### config.mk
export PLATFORM = sky130hd
export DESIGN_NAME = bif_div_cell
export DESIGN_NICKNAME = d
export VERILOG_FILES = /design/src/rtl/bif_pkg.sv /design/src/rtl/bif_div_cell.sv
export SDC_FILE = /design/constraint.sdc
export NUM_CORES = 1
export LEC_CHECK = 0
export BUFFER_PORTS_ARGS = -buffer_cell sky130_fd_sc_hd__buf_2
export CAP_MARGIN = 20
export CORE_UTILIZATION = 54
export DETAILED_ROUTE_END_ITERATION = 6
export HOLD_SLACK_MARGIN = 0.08
export PLACE_DENSITY = 0.95
export RECOVER_POWER = 50
export SLEW_MARGIN = 10
export SYNTH_ARGS = -nofsm -noshare
export SYNTH_HDL_FRONTEND = slang
export SYNTH_SLANG_ARGS = --single-unit
### constraint.sdc
create_clock -name clock -period 9.9 [get_ports clock]
set_input_delay 2.97 -clock clock [delete_from_list [all_inputs] [get_ports clock]]
set_output_delay 2.97 -clock clock [all_outputs]
set_load 0.01 [all_outputs]
### src/rtl/bif_pkg.sv
// Package for the bilateral image filter: word types, register codes and constants.
// Has no dependencies; every rtl file refers to it by scoped names.
package bif_pkg;

   localparam int MAX_LINE_DEFAULT        = 2048;
   localparam int MAX_WINDOW_DEFAULT      = 9;
   localparam int EXP_TABLE_DEPTH_DEFAULT = 256;

   localparam int CSR_INDEX_W = 3;
   localparam int CSR_DATA_W  = 16;
   localparam int FRAME_W     = 12;
   localparam int WIN_W       = 4;
   localparam int INV_VAR_W   = 16;
   localparam int CHAN_W      = 8;
   localparam int PIX_W       = 3 * CHAN_W;
   localparam int S2_W        = 7;
   localparam int EXP_W       = 17;
   localparam int TAP_LATENCY = 7;
   localparam int FRAME_H_MAX = 2048;
   localparam int FRAME_MIN   = 3;

   localparam logic [FRAME_W-1:0]   FRAME_WIDTH_RESET   = 12'd640;
   localparam logic [FRAME_W-1:0]   FRAME_HEIGHT_RESET  = 12'd480;
   localparam logic [WIN_W-1:0]     WINDOW_SIZE_RESET   = 4'd5;
   localparam logic [INV_VAR_W-1:0] SPACE_INV_VAR_RESET = 16'd8192;
   localparam logic [INV_VAR_W-1:0] COLOR_INV_VAR_RESET = 16'd64;

   localparam logic OP_PIXEL = 1'b0;
   localparam logic OP_FLUSH = 1'b1;

   typedef enum logic [CSR_INDEX_W-1:0] {
      CSR_FRAME_WIDTH   = 3'd0,
      CSR_FRAME_HEIGHT  = 3'd1,
      CSR_WINDOW_SIZE   = 3'd2,
      CSR_SPACE_INV_VAR = 3'd3,
      CSR_COLOR_INV_VAR = 3'd4
   } csr_index_type;

   typedef struct packed {
      logic              op;
      logic [CHAN_W-1:0] red_in;
      logic [CHAN_W-1:0] green_in;
      logic [CHAN_W-1:0] blue_in;
   } req_word_type;

   typedef struct packed {
      logic [CHAN_W-1:0] red_out;
      logic [CHAN_W-1:0] green_out;
      logic [CHAN_W-1:0] blue_out;
      logic              frame_last;
   } rsp_word_type;

   typedef struct packed {
      logic            valid;
      logic [S2_W-1:0] s2;
   } tap_req_type;

endpackage

### src/rtl/bif_div_cell.sv
// One restoring division cell: settles one quotient bit for all three channels.
// Depends on bif_pkg for the channel width; cells are chained in the top level.
module bif_div_cell #(
   parameter int DIV_W = 34,
   parameter int WS_W  = 25,
   parameter int BIT   = 7
) (
   input  logic                                  clock,
   input  logic                                  reset,
   input  logic                                  valid_in,
   input  logic [WS_W-1:0]                       divisor,
   input  logic [2:0][DIV_W-1:0]                 rem_in,
   input  logic [2:0][bif_pkg::CHAN_W-1:0]       quot_in,
   output logic                                  valid_out,
   output logic [2:0][DIV_W-1:0]                 rem_out,
   output logic [2:0][bif_pkg::CHAN_W-1:0]       quot_out
);

   logic                            valid_ff;
   logic [2:0][DIV_W-1:0]           rem_ff, rem_in_next;
   logic [2:0][bif_pkg::CHAN_W-1:0] quot_ff, quot_in_next;
   logic [DIV_W-1:0]                shifted;

   always_comb begin
      shifted      = DIV_W'(divisor) << BIT;
      rem_in_next  = rem_in;
      quot_in_next = quot_in;
      for (int c = 0; c < 3; c++) begin
         if (rem_in[c] >= shifted) begin
            rem_in_next[c]       = rem_in[c] - shifted;
            quot_in_next[c][BIT] = 1'b1;
         end
      end
   end

   always_ff @(posedge clock) begin
      if (reset) begin
         valid_ff <= 1'b0;
      end else begin
         valid_ff <= valid_in;
      end
   end

   always_ff @(posedge clock) begin
      rem_ff  <= rem_in_next;
      quot_ff <= quot_in_next;
   end

   assign valid_out = valid_ff;
   assign rem_out   = rem_ff;
   assign quot_out  = quot_ff;

endmodule

==> results of run 1 <==
==> kinds of logic (layout without fill, tap and decap cells) <==
logic type | count (synthesis) | count (layout) | share of synthesized area (%)
compound gates | 288 | 288 | 24.2
xor+xnor | 68 | 68 | 7.92
buf+inv | 74 | 366 | 3.86
fa+ha+maj | 78 | 78 | 13.3
other cells | 0 | 2 | 0
mux | 18 | 18 | 2.68
simple gates | 225 | 225 | 14.2
flops | 127 | 127 | 33.8
==> layout by cell type (no fill, tap or decap), drive strengths merged, types with 28 or more instances in the layout <==
cell / n
a21o: 41
a21oi: 77
buf: 192
clkbuf: 110
dfxtp: 127
ha: 75
inv: 58
nand2: 75
nor2: 55
o21ai: 78
xnor2: 40
xor2: 28
==> power by group through the flow <==
stage,logic [W],clock network [W],registers [W]
after global routing,0.000567,0.000616,0.000631
after floorplan,0.000286,0,0.000679
final,0.000518,0.000582,0.000625
after detailed placement,0.000522,0,0.000633
after global placement,0.000514,0,0.000632
after CTS,0.000528,0.000590,0.000624
==> registers in the layout, indices dropped and copies added (netlist names) <==
| signal | cells |
|---|---|
| valid_out | 1 |
| rem_out | 102 |
| quot_out | 24 |
==> path summary, 6_finish.rpt <==
path	startpoint	endpoint	slack, ns	cells after the start
setup / recovery	divisor[17]	rem_out[67]	4.07	13
hold / removal	quot_in[5]	quot_out[5]	2.65	1
==> routing by layer <==
metal  share of wire [%]  routed length (um)  vias to the layer above  GRT usage, %
met2                  47               10600                      355          53.0
met4                 3.7                 818                        2          13.5
met3                 8.5                1880                       55          7.46
met5               0.058                  13                        -             0
li1                    -                   -                     3740             -
met1                  40                8970                     3464          36.2
==> layout make-up <==
class | count | area [um2]
Sequential cell | 127 | 2540
Tap cell | 176 | 220
Timing Repair Buffer | 284 | 1320
Fill cell | 1125 | 3890
Clock buffer | 18 | 429
Inverter | 50 | 188
Multi-Input combinational cell | 677 | 4690
Antenna cell | 2 | 5.00
Clock inverter | 14 | 123
==> metrics by stage <==
stage | util [%] | std cells | cell area [um2] | hold WS, ns | power [W]
2_1_floorplan | - | 878 | 7520 | 3.00 | 0.000964
3_3_place_gp | 67.7 | 1314 | 9070 | 3.07 | 0.00115
3_5_place_dp | 67.7 | 1314 | 9070 | 3.07 | 0.00116
4_1_cts | 71.8 | 1346 | 9620 | 2.64 | 0.00174
5_1_grt | 70.9 | 1347 | 9510 | 2.63 | 0.00181
6_report | 71.0 | 1348 | 9510 | 2.65 | 0.00173
==> metrics.md, run 1 <==
| Metric | Value |
|---|---|
| Via count | `7616` |
| Crit-path slowest cell | `or4_1` |
| Die W | `120 um` |
| 1st-iter DRT viols | `528` |
| Int Pwr | `0.00114 W` |
| Status | `complete, no violations` |
| CTS tree | `yes` |
| DR pass1 iterations | `6` |
| Register area share after synthesis | `33.8%` |
| Synth top area cells | `dfxtp_1 34%, ha_1 12%, o21ai_0 5.2%` |
| Peak VDD IR | `0.119 mV` |
| Arrival time at the worst endpoint | `6.17 ns` |
| Post-CTS Resized | `0` |
| Core ar. | `0.0134 mm2` |
| Total Routing Usage GR | `30.9%` |
| Drt total wl | `22300 um` |
| Syn. warnings | `0` |
| Buf/Inv on CP | `3` |
| Total CTS buffers | `17` |
| CTS sink cnt | `127` |
| Nets | `1389` |
| Initial antenna violation count | `3` |
| Core Rows | `42` |
| Vias in the first global route | `7253` |
| Leading area contributor after synthesis | `dfxtp_1` |
| Post-route ant nets | `0` |
| Syn Area/Cell | `8.56 um2` |
| EDFF count, synth | `0` |
| DR DRC count | `0` |
| Worst slew pin tran | `0.571 ns` |
| Top_reg_cell synth | `dfxtp_1` |
| Count leader, synth | `dfxtp_1` |
| Total grt overflow | `0` |
| Slew Viols, Final | `0` |
| Maximum clock insertion buffer count | `2` |
| Hpwl dp | `17500 um` |
| Pwr dens | `181 mW/mm2` |
| Clk slew on worst S/H paths | `0.06 ns` |
| Power share of the clock group | `33.7%` |
| Final worst slack | `4.07 ns` |
| Synth Instances | `878` |
| First-pass GRT wire length | `34800 um` |
| Worst setup path category | `input port to register` |
| Initial Util | `56.1%` |
| Max-cap violation count | `0` |
| Share of cells above drive strength 1 | `21.2%` |
| Final hold vios | `0` |
| Die footprint | `0.0144 mm2` |
| Setup bufs post-CTS | `0` |
| # IOs | `281` |
| Leakage power | `4.46 nW` |
| Routed WL per cell | `16.5 um` |
| Yosys top cell area share | `33.8%` |
| CP peak stage delay | `0.51 ns` |
| Critical Path Sink Type | `register` |
| CP required | `10.25 ns` |
| Vias per inst | `5.65` |
| Synth Cell Area | `0.00752 mm2` |
| Worst Hold Class | `input port to register` |
| IO Port Bufs | `280` |
| Period utilization | `58.9%` |
| Crit path cell chain | `buf_2 > inv_1 > ha_1 > nand4_1 > or4_1 > nor4_1 > o21ba_1 > a211oi_1 > or2_1 > buf_4 > a211o_1 > a311oi_2 > xor2_1` |
| Largest net degree at the start of global routing | `41` |
| Setup TNS | `0 ns` |
| Combinational power share | `30.0%` |
| Register share of total power | `36.2%` |
| Unrepaired setup endpoints after global routing | `false` |
| Syn_nets | `1110` |
| Tmin final | `5.83 ns` |
| Layout Area Growth over Synthesis | `26.5%` |
| H-tree depth | `4` |
| Synth top cells by count | `127 x dfxtp_1, 78 x o21ai_0, 77 x a21oi_1` |
| Synth Register Bits | `127` |
| Post-synthesis async set-or-reset flop share | `0%` |
| Net switching power | `0.000581 W` |
| CTS Hold Bufs | `0` |
| Die H | `120 um` |
| CP startpoint kind | `input port` |
| Delay-heaviest family, CP | `simple AND/OR/NAND/NOR gates` |
| Sw frac | `33.7%` |
| Root buffer cell | `clkbuf_16` |
| Final Setup Violations | `0` |
| Max_slew headroom | `61.0%` |
| Distinct cell type count after synthesis | `61` |
| Dpl ws | `3.71 ns` |
| Routability cong. | `0.935` |
| Max FO, Critical Path | `38` |
| Fmax | `0.172 GHz` |
No activity file was read; power rests on OpenSTA's default activity.
==> run 2, diff against run 1 <==
ABC_AREA = 1   (was not set)
PLACE_DENSITY = 0.92   (was 0.95)
clock period = 6.1 ns   (was 9.9 ns; I/O delays follow)
==> run 2 against run 1 <==
Clock power increased by 87%. Combinational power increased by 93%. Area after synthesis increased by 37%. Critical endpoint is now rem_out[24]. Hold slack got worse by 1.1 ns. Worst setup slack got worse by 1.7 ns.
==> metrics.md, run 2 <==
| Metric | Value |
|---|---|
| Status | `complete, no violations` |
| # IOs | `281` |
| Period utilization | `61.8%` |
| Total grt overflow | `0` |
| Fmax | `0.265 GHz` |
| Synth top cells by count | `792 x nand2_1, 339 x inv_1, 127 x dfxtp_1` |
| Die H | `140 um` |
| Leakage power | `7.50 nW` |
| Total CTS buffers | `17` |
| Setup bufs post-CTS | `0` |
| Post-route ant nets | `0` |
| Peak VDD IR | `0.207 mV` |
| Distinct cell type count after synthesis | `30` |
| DR pass1 iterations | `6` |
| Root buffer cell | `clkbuf_16` |
| Arrival time at the worst endpoint | `4.14 ns` |
| Final hold vios | `0` |
| Die W | `140 um` |
| Critical Path Sink Type | `register` |
| Initial Util | `55.0%` |
| CP required | `6.48 ns` |
| DP Cell Count | `2257` |
| Worst Hold Depth | `1` |
| Max_slew headroom | `56.1%` |
| Final Setup Violations | `0` |
| H-tree depth | `4` |
| Via count | `11400` |
| Total power | `0.00309 W` |
| IO Port Bufs | `280` |
| Setup TNS | `0 ns` |
| Register area share after synthesis | `24.7%` |
| DR DRC count | `0` |
| Unrepaired setup endpoints after global routing | `false` |
| CTS sink cnt | `127` |
| Fin cells | `2289` |
| Maximum clock insertion buffer count | `2` |
| Most frequent cells in the layout | `792 x nand2_1, 339 x inv_1, 181 x buf_2` |
| Leading area contributor after synthesis | `nand2_1` |
| Nets | `2274` |
| Max FO, Critical Path | `25` |
| Largest net degree at the start of global routing | `29` |
| Share of cells above drive strength 1 | `14.9%` |
| Syn Area/Cell | `5.86 um2` |
| Routability cong. | `1.00` |
| Syn_nets | `1987` |
| Vias per inst | `5.00` |
| Post-CTS Resized | `0` |
| First-pass GRT wire length | `52900 um` |
| DRT met1 WL | `14400 um` |
| 1st-iter DRT viols | `830` |
| CTS Hold Bufs | `0` |
| Pwr dens | `251 mW/mm2` |
| Core ar. | `0.0187 mm2` |
| Highest routed layer | `met4` |
| Worst Hold Class | `input port to register` |
| Layout Area Growth over Synthesis | `19.8%` |
| Core Rows | `50` |
| Clk slew on worst S/H paths | `0.07 ns` |
| Count leader, synth | `nand2_1` |
| Hpwl dp | `27700 um` |
| Syn. warnings | `0` |
| Yosys top cell area share | `28.9%` |
| CTS tree | `yes` |
| Post-synthesis async set-or-reset flop share | `0%` |
| Slew Viols, Final | `0` |
| WL met2 | `14900 um` |
| CP startpoint kind | `input port` |
| Vias in the first global route | `10700` |
| Top_reg_cell synth | `dfxtp_1` |
| Synth top area cells | `nand2_1 29%, dfxtp_1 25%, inv_1 12%` |
| Synth Instances | `1755` |
| Routed WL per cell | `14.7 um` |
| Max FFs per register | `102` |
| Synth Register Bits | `127` |
| Tmin final | `3.77 ns` |
| Die footprint | `0.0196 mm2` |
| Drt total wl | `33700 um` |
| Most common cell after layout, fill and taps aside | `nand2_1` |
| EDFF count, synth | `0` |
| Antenna cells | `0` |
| Max-cap violation count | `0` |
| Synth Cell Area | `0.0103 mm2` |
| Worst setup path category | `input port to register` |
| Worst slew pin tran | `0.656 ns` |
| Met3 wire len | `2760 um` |
| Initial antenna violation count | `0` |
| Total Routing Usage GR | `34.9%` |
==> run 2: cell types whose count changed in the layout (fill, tap and decap cells not counted), moves of 14 or more <==
cell / delta
a21o_1: -41
a21oi_1: -38
inv_1: +289
mux2_2: -17
nand2_1: +717
nand2_2: +26
nand3_1: +58
nor2_1: +45
nor2_2: +19
o21a_1: -15
o21ai_0: -69
xnor2_1: -40
xor2_1: +14
==> run 2: kinds of logic after synthesis <==
| logic type | count (synthesis) | synth area share (%) |
|---|---|---|
| flops | 127 | 24.7 |
| fa+ha+maj | 78 | 9.71 |
| compound gates | 54 | 2.85 |
| buf+inv | 366 | 14.4 |
| xor+xnor | 42 | 3.58 |
| simple gates | 1088 | 44.8 |
==> run 2: final cells by class <==
cell class,instances,area [um2]
clock buffers,18,429
multi-input cells,1262,6260
clock inverters,14,185
inverters,354,1330
flip-flops and latches,127,2540
repair buffers,280,1280
fillers,1779,6390
well taps,234,293
==> run 2: path summary, 6_finish.rpt <==
check	slack, ns	endpoint	from
max	2.33	rem_out[24]	divisor[1]
min	1.50	quot_out[18]	quot_in[18]
==> run 2: layer usage <==
metal | track usage (%) | up-vias
met5 | 0 | -
met4 | 17.6 | 0
met3 | 6.05 | 107
met2 | 57.3 | 540
met1 | 44.0 | 4991
li1 | - | 5801
==> run 2: worst max-delay path, cell delays in order <==
cell,delay (ns)
buf_2,0.09
inv_1,0.39
ha_1,0.34
nand3_1,0.09
nand2_1,0.13
nand2_1,0.09
nand3_1,0.19
nand2_2,0.18
inv_2,0.05
nor2_4,0.52
nand2_1,0.14
nand2_1,0.09
==> run 2: through the flow <==
step | util [%] | area, um2 | hold WS, ns | setup slack (ns)
global placement | 63.2 | 11800 | 1.93 | 2.01
CTS | 66.5 | 12400 | 1.49 | 2.35
detailed placement | 63.2 | 11800 | 1.93 | 1.92
finish | 65.9 | 12300 | 1.50 | 2.33
global route | 65.9 | 12300 | 1.49 | 2.13
floorplan | - | 10300 | 1.86 | 2.79
==> run 2: where the power goes <==
part           leakage [nW]  internal (W)  switching (W)
combinational          6.14      0.000345       0.000655
clock                 0.295      0.000652       0.000435
sequential             1.07      0.000959      0.0000410
total                  7.50       0.00196        0.00113
==> run 3, diff against run 2 <==
CORE_UTILIZATION = 49   (was 54)
PLACE_DENSITY = 0.88   (was 0.92)
clock period = 3.05 ns   (was 6.1 ns; I/O delays follow)
==> run 3 against run 2 <==
Total power is 100% higher. Largest cell class unchanged. Combinational power up 110%. Sequential power is 100% higher. Via count increased by 0.43%. Hold slack lost 0.92 ns. Final cell count rose by 3.1%. Global-route usage down 3.4 points. Worst setup slack worse by 1.9 ns.
==> metrics.md, run 3 (same netlist as run 2, synthesis figures left out) <==
| Metric | Value |
|---|---|
| Peak VDD IR | `0.361 mV` |
| Antenna cells | `0` |
| Post-route ant nets | `0` |
| Final hold vios | `0` |
| Worst slew pin tran | `0.515 ns` |
| Vias in the first global route | `10600` |
| DR DRC count | `0` |
| Nets | `2309` |
| Crit-path slowest cell | `ha_1` |
| Die footprint | `0.0216 mm2` |
| Max-cap violation count | `0` |
| CTS sink cnt | `127` |
| Total Routing Usage GR | `31.5%` |
| Period utilization | `84.3%` |
| Vias per inst | `4.87` |
| Slew Viols, Final | `0` |
| Crit path cell chain | `buf_2 > inv_1 > buf_12 > ha_1 > nand2_1 > inv_1 > nand2_1 > nor2_1 > and2_4 > nand2_4 > inv_2 > nor2_4 > buf_4 > nand2_1 > nand2_1` |
| CP peak stage delay | `0.33 ns` |
| Total CTS buffers | `17` |
| Net switching power | `0.00226 W` |
| Max FFs per register | `102` |
| First-pass GRT wire length | `52700 um` |
| 1st-iter DRT viols | `811` |
| Status | `complete, no violations` |
| Worst Hold Depth | `1` |
| HP Start | `quot_in[20]` |
| Die W | `147 um` |
| Met1 Use GR | `39.9%` |
| Power share of the clock group | `34.8%` |
| CTS tree | `yes` |
| H-tree depth | `4` |
| Met3 usage | `5.00%` |
| Hpwl dp | `28400 um` |
| Layout Area Growth over Synthesis | `23.7%` |
| Sw frac | `36.2%` |
| Initial Util | `50.3%` |
| Largest net degree at the start of global routing | `21` |
| Maximum clock insertion buffer count | `2` |
| Unrepaired setup endpoints after global routing | `false` |
| Int Pwr | `0.00398 W` |
| Most frequent cells in the layout | `792 x nand2_1, 339 x inv_1, 182 x buf_2` |
| Total grt overflow | `0` |
| CP startpoint kind | `input port` |
| Pwr dens | `490 mW/mm2` |
| Setup bufs post-CTS | `0` |
| Initial antenna violation count | `0` |
| Fin cells | `2360` |
| Fmax | `0.389 GHz` |
| Max FO, Critical Path | `9` |
| Via count | `11500` |
| Arrival time at the worst endpoint | `2.89 ns` |
| Critical Path Sink Type | `register` |
| Worst setup path category | `input port to register` |
| M2 GR Usage | `53.3%` |
| CTS Hold Bufs | `0` |
| Core Rows | `52` |
| Post-CTS Resized | `0` |
| DP Cell Count | `2328` |
| Core ar. | `0.0204 mm2` |
| Final Setup Violations | `0` |
| Tmin final | `2.57 ns` |
| Leakage power | `7.71 nW` |
| Worst Hold Class | `input port to register` |
| CP most frequent cell | `nand2_1` |
| Setup TNS | `0 ns` |
| DR pass1 iterations | `7` |
| Drt total wl | `34100 um` |
| Routability cong. | `0.981` |
| Busiest grt layer | `met2` |
| # IOs | `281` |
| Routed WL per cell | `14.4 um` |
| Register share of total power | `32.0%` |
| Max_slew headroom | `65.6%` |
| IO Port Bufs | `280` |
| Clk slew on worst S/H paths | `0.06 ns` |
| Root buffer cell | `clkbuf_16` |
| Combinational power share | `33.2%` |
| Most common cell after layout, fill and taps aside | `nand2_1` |
| Worst Hold Path EP | `quot_out[20]` |
| Die H | `147 um` |
| Share of cells above drive strength 1 | `16.5%` |
| CP required | `3.37 ns` |
run 3: worst max-delay path, delay by kind of cell:
kind                       cells  cell delay, ns
adders and majority gates      1            0.33
buffers and inverters          6            0.71
and+or+nand+nor                8            0.94
run 3: area by class of cell:
class | count | area [um2]
fill | 2025 | 7710
multi-input combinational | 1262 | 6260
timing repair buffer | 315 | 1630
clock inverter | 14 | 181
tap | 270 | 338
sequential | 127 | 2540
clock buffer | 18 | 439
inverter | 354 | 1330
run 3: worst max path at each step:
stage / end / slack (ns) / cells after the start / start
final: rem_out[91] / 0.48 / 15 / divisor[24]
after global routing: rem_out[100] / 0.37 / 15 / divisor[24]
after CTS: rem_out[25] / 0.52 / 13 / divisor[0]
after detailed placement: rem_out[25] / 0.10 / 13 / divisor[0]
after global placement: rem_out[25] / 0.12 / 13 / divisor[0]
after floorplan: rem_out[16] / 0.65 / 13 / divisor[13]
run 3: power by group through the flow:
stage	logic [W]	clock network, W	registers, W
CTS	0.00209	0.00219	0.00199
floorplan	0.00116	0	0.00215
detailed placement	0.00207	0	0.00203
global placement	0.00205	0	0.00203
global route	0.00230	0.00226	0.00201
finish	0.00207	0.00217	0.00200
run 3: stage by stage:
step / setup WS (ns) / cell area, um2 / utilization [%] / hold WS, ns / total power [W]
final: 0.480 / 12700 / 62.3 / 0.577 / 0.00624
after global routing: 0.374 / 12700 / 62.3 / 0.572 / 0.00657
after CTS: 0.520 / 12800 / 62.9 / 0.573 / 0.00628
after detailed placement: 0.104 / 12200 / 59.8 / 1.02 / 0.00410
after global placement: 0.116 / 12200 / 59.8 / 1.02 / 0.00407
after floorplan: 0.655 / 10300 / - / 0.943 / 0.00332
run 3: routing by layer:
| metal | share of wire [%] | up-vias |
|---|---|---|
| met5 | 0 | - |
| li1 | - | 5871 |
| met4 | 3.5 | 0 |
| met2 | 46 | 509 |
| met1 | 43 | 5038 |
| met3 | 8.0 | 70 |
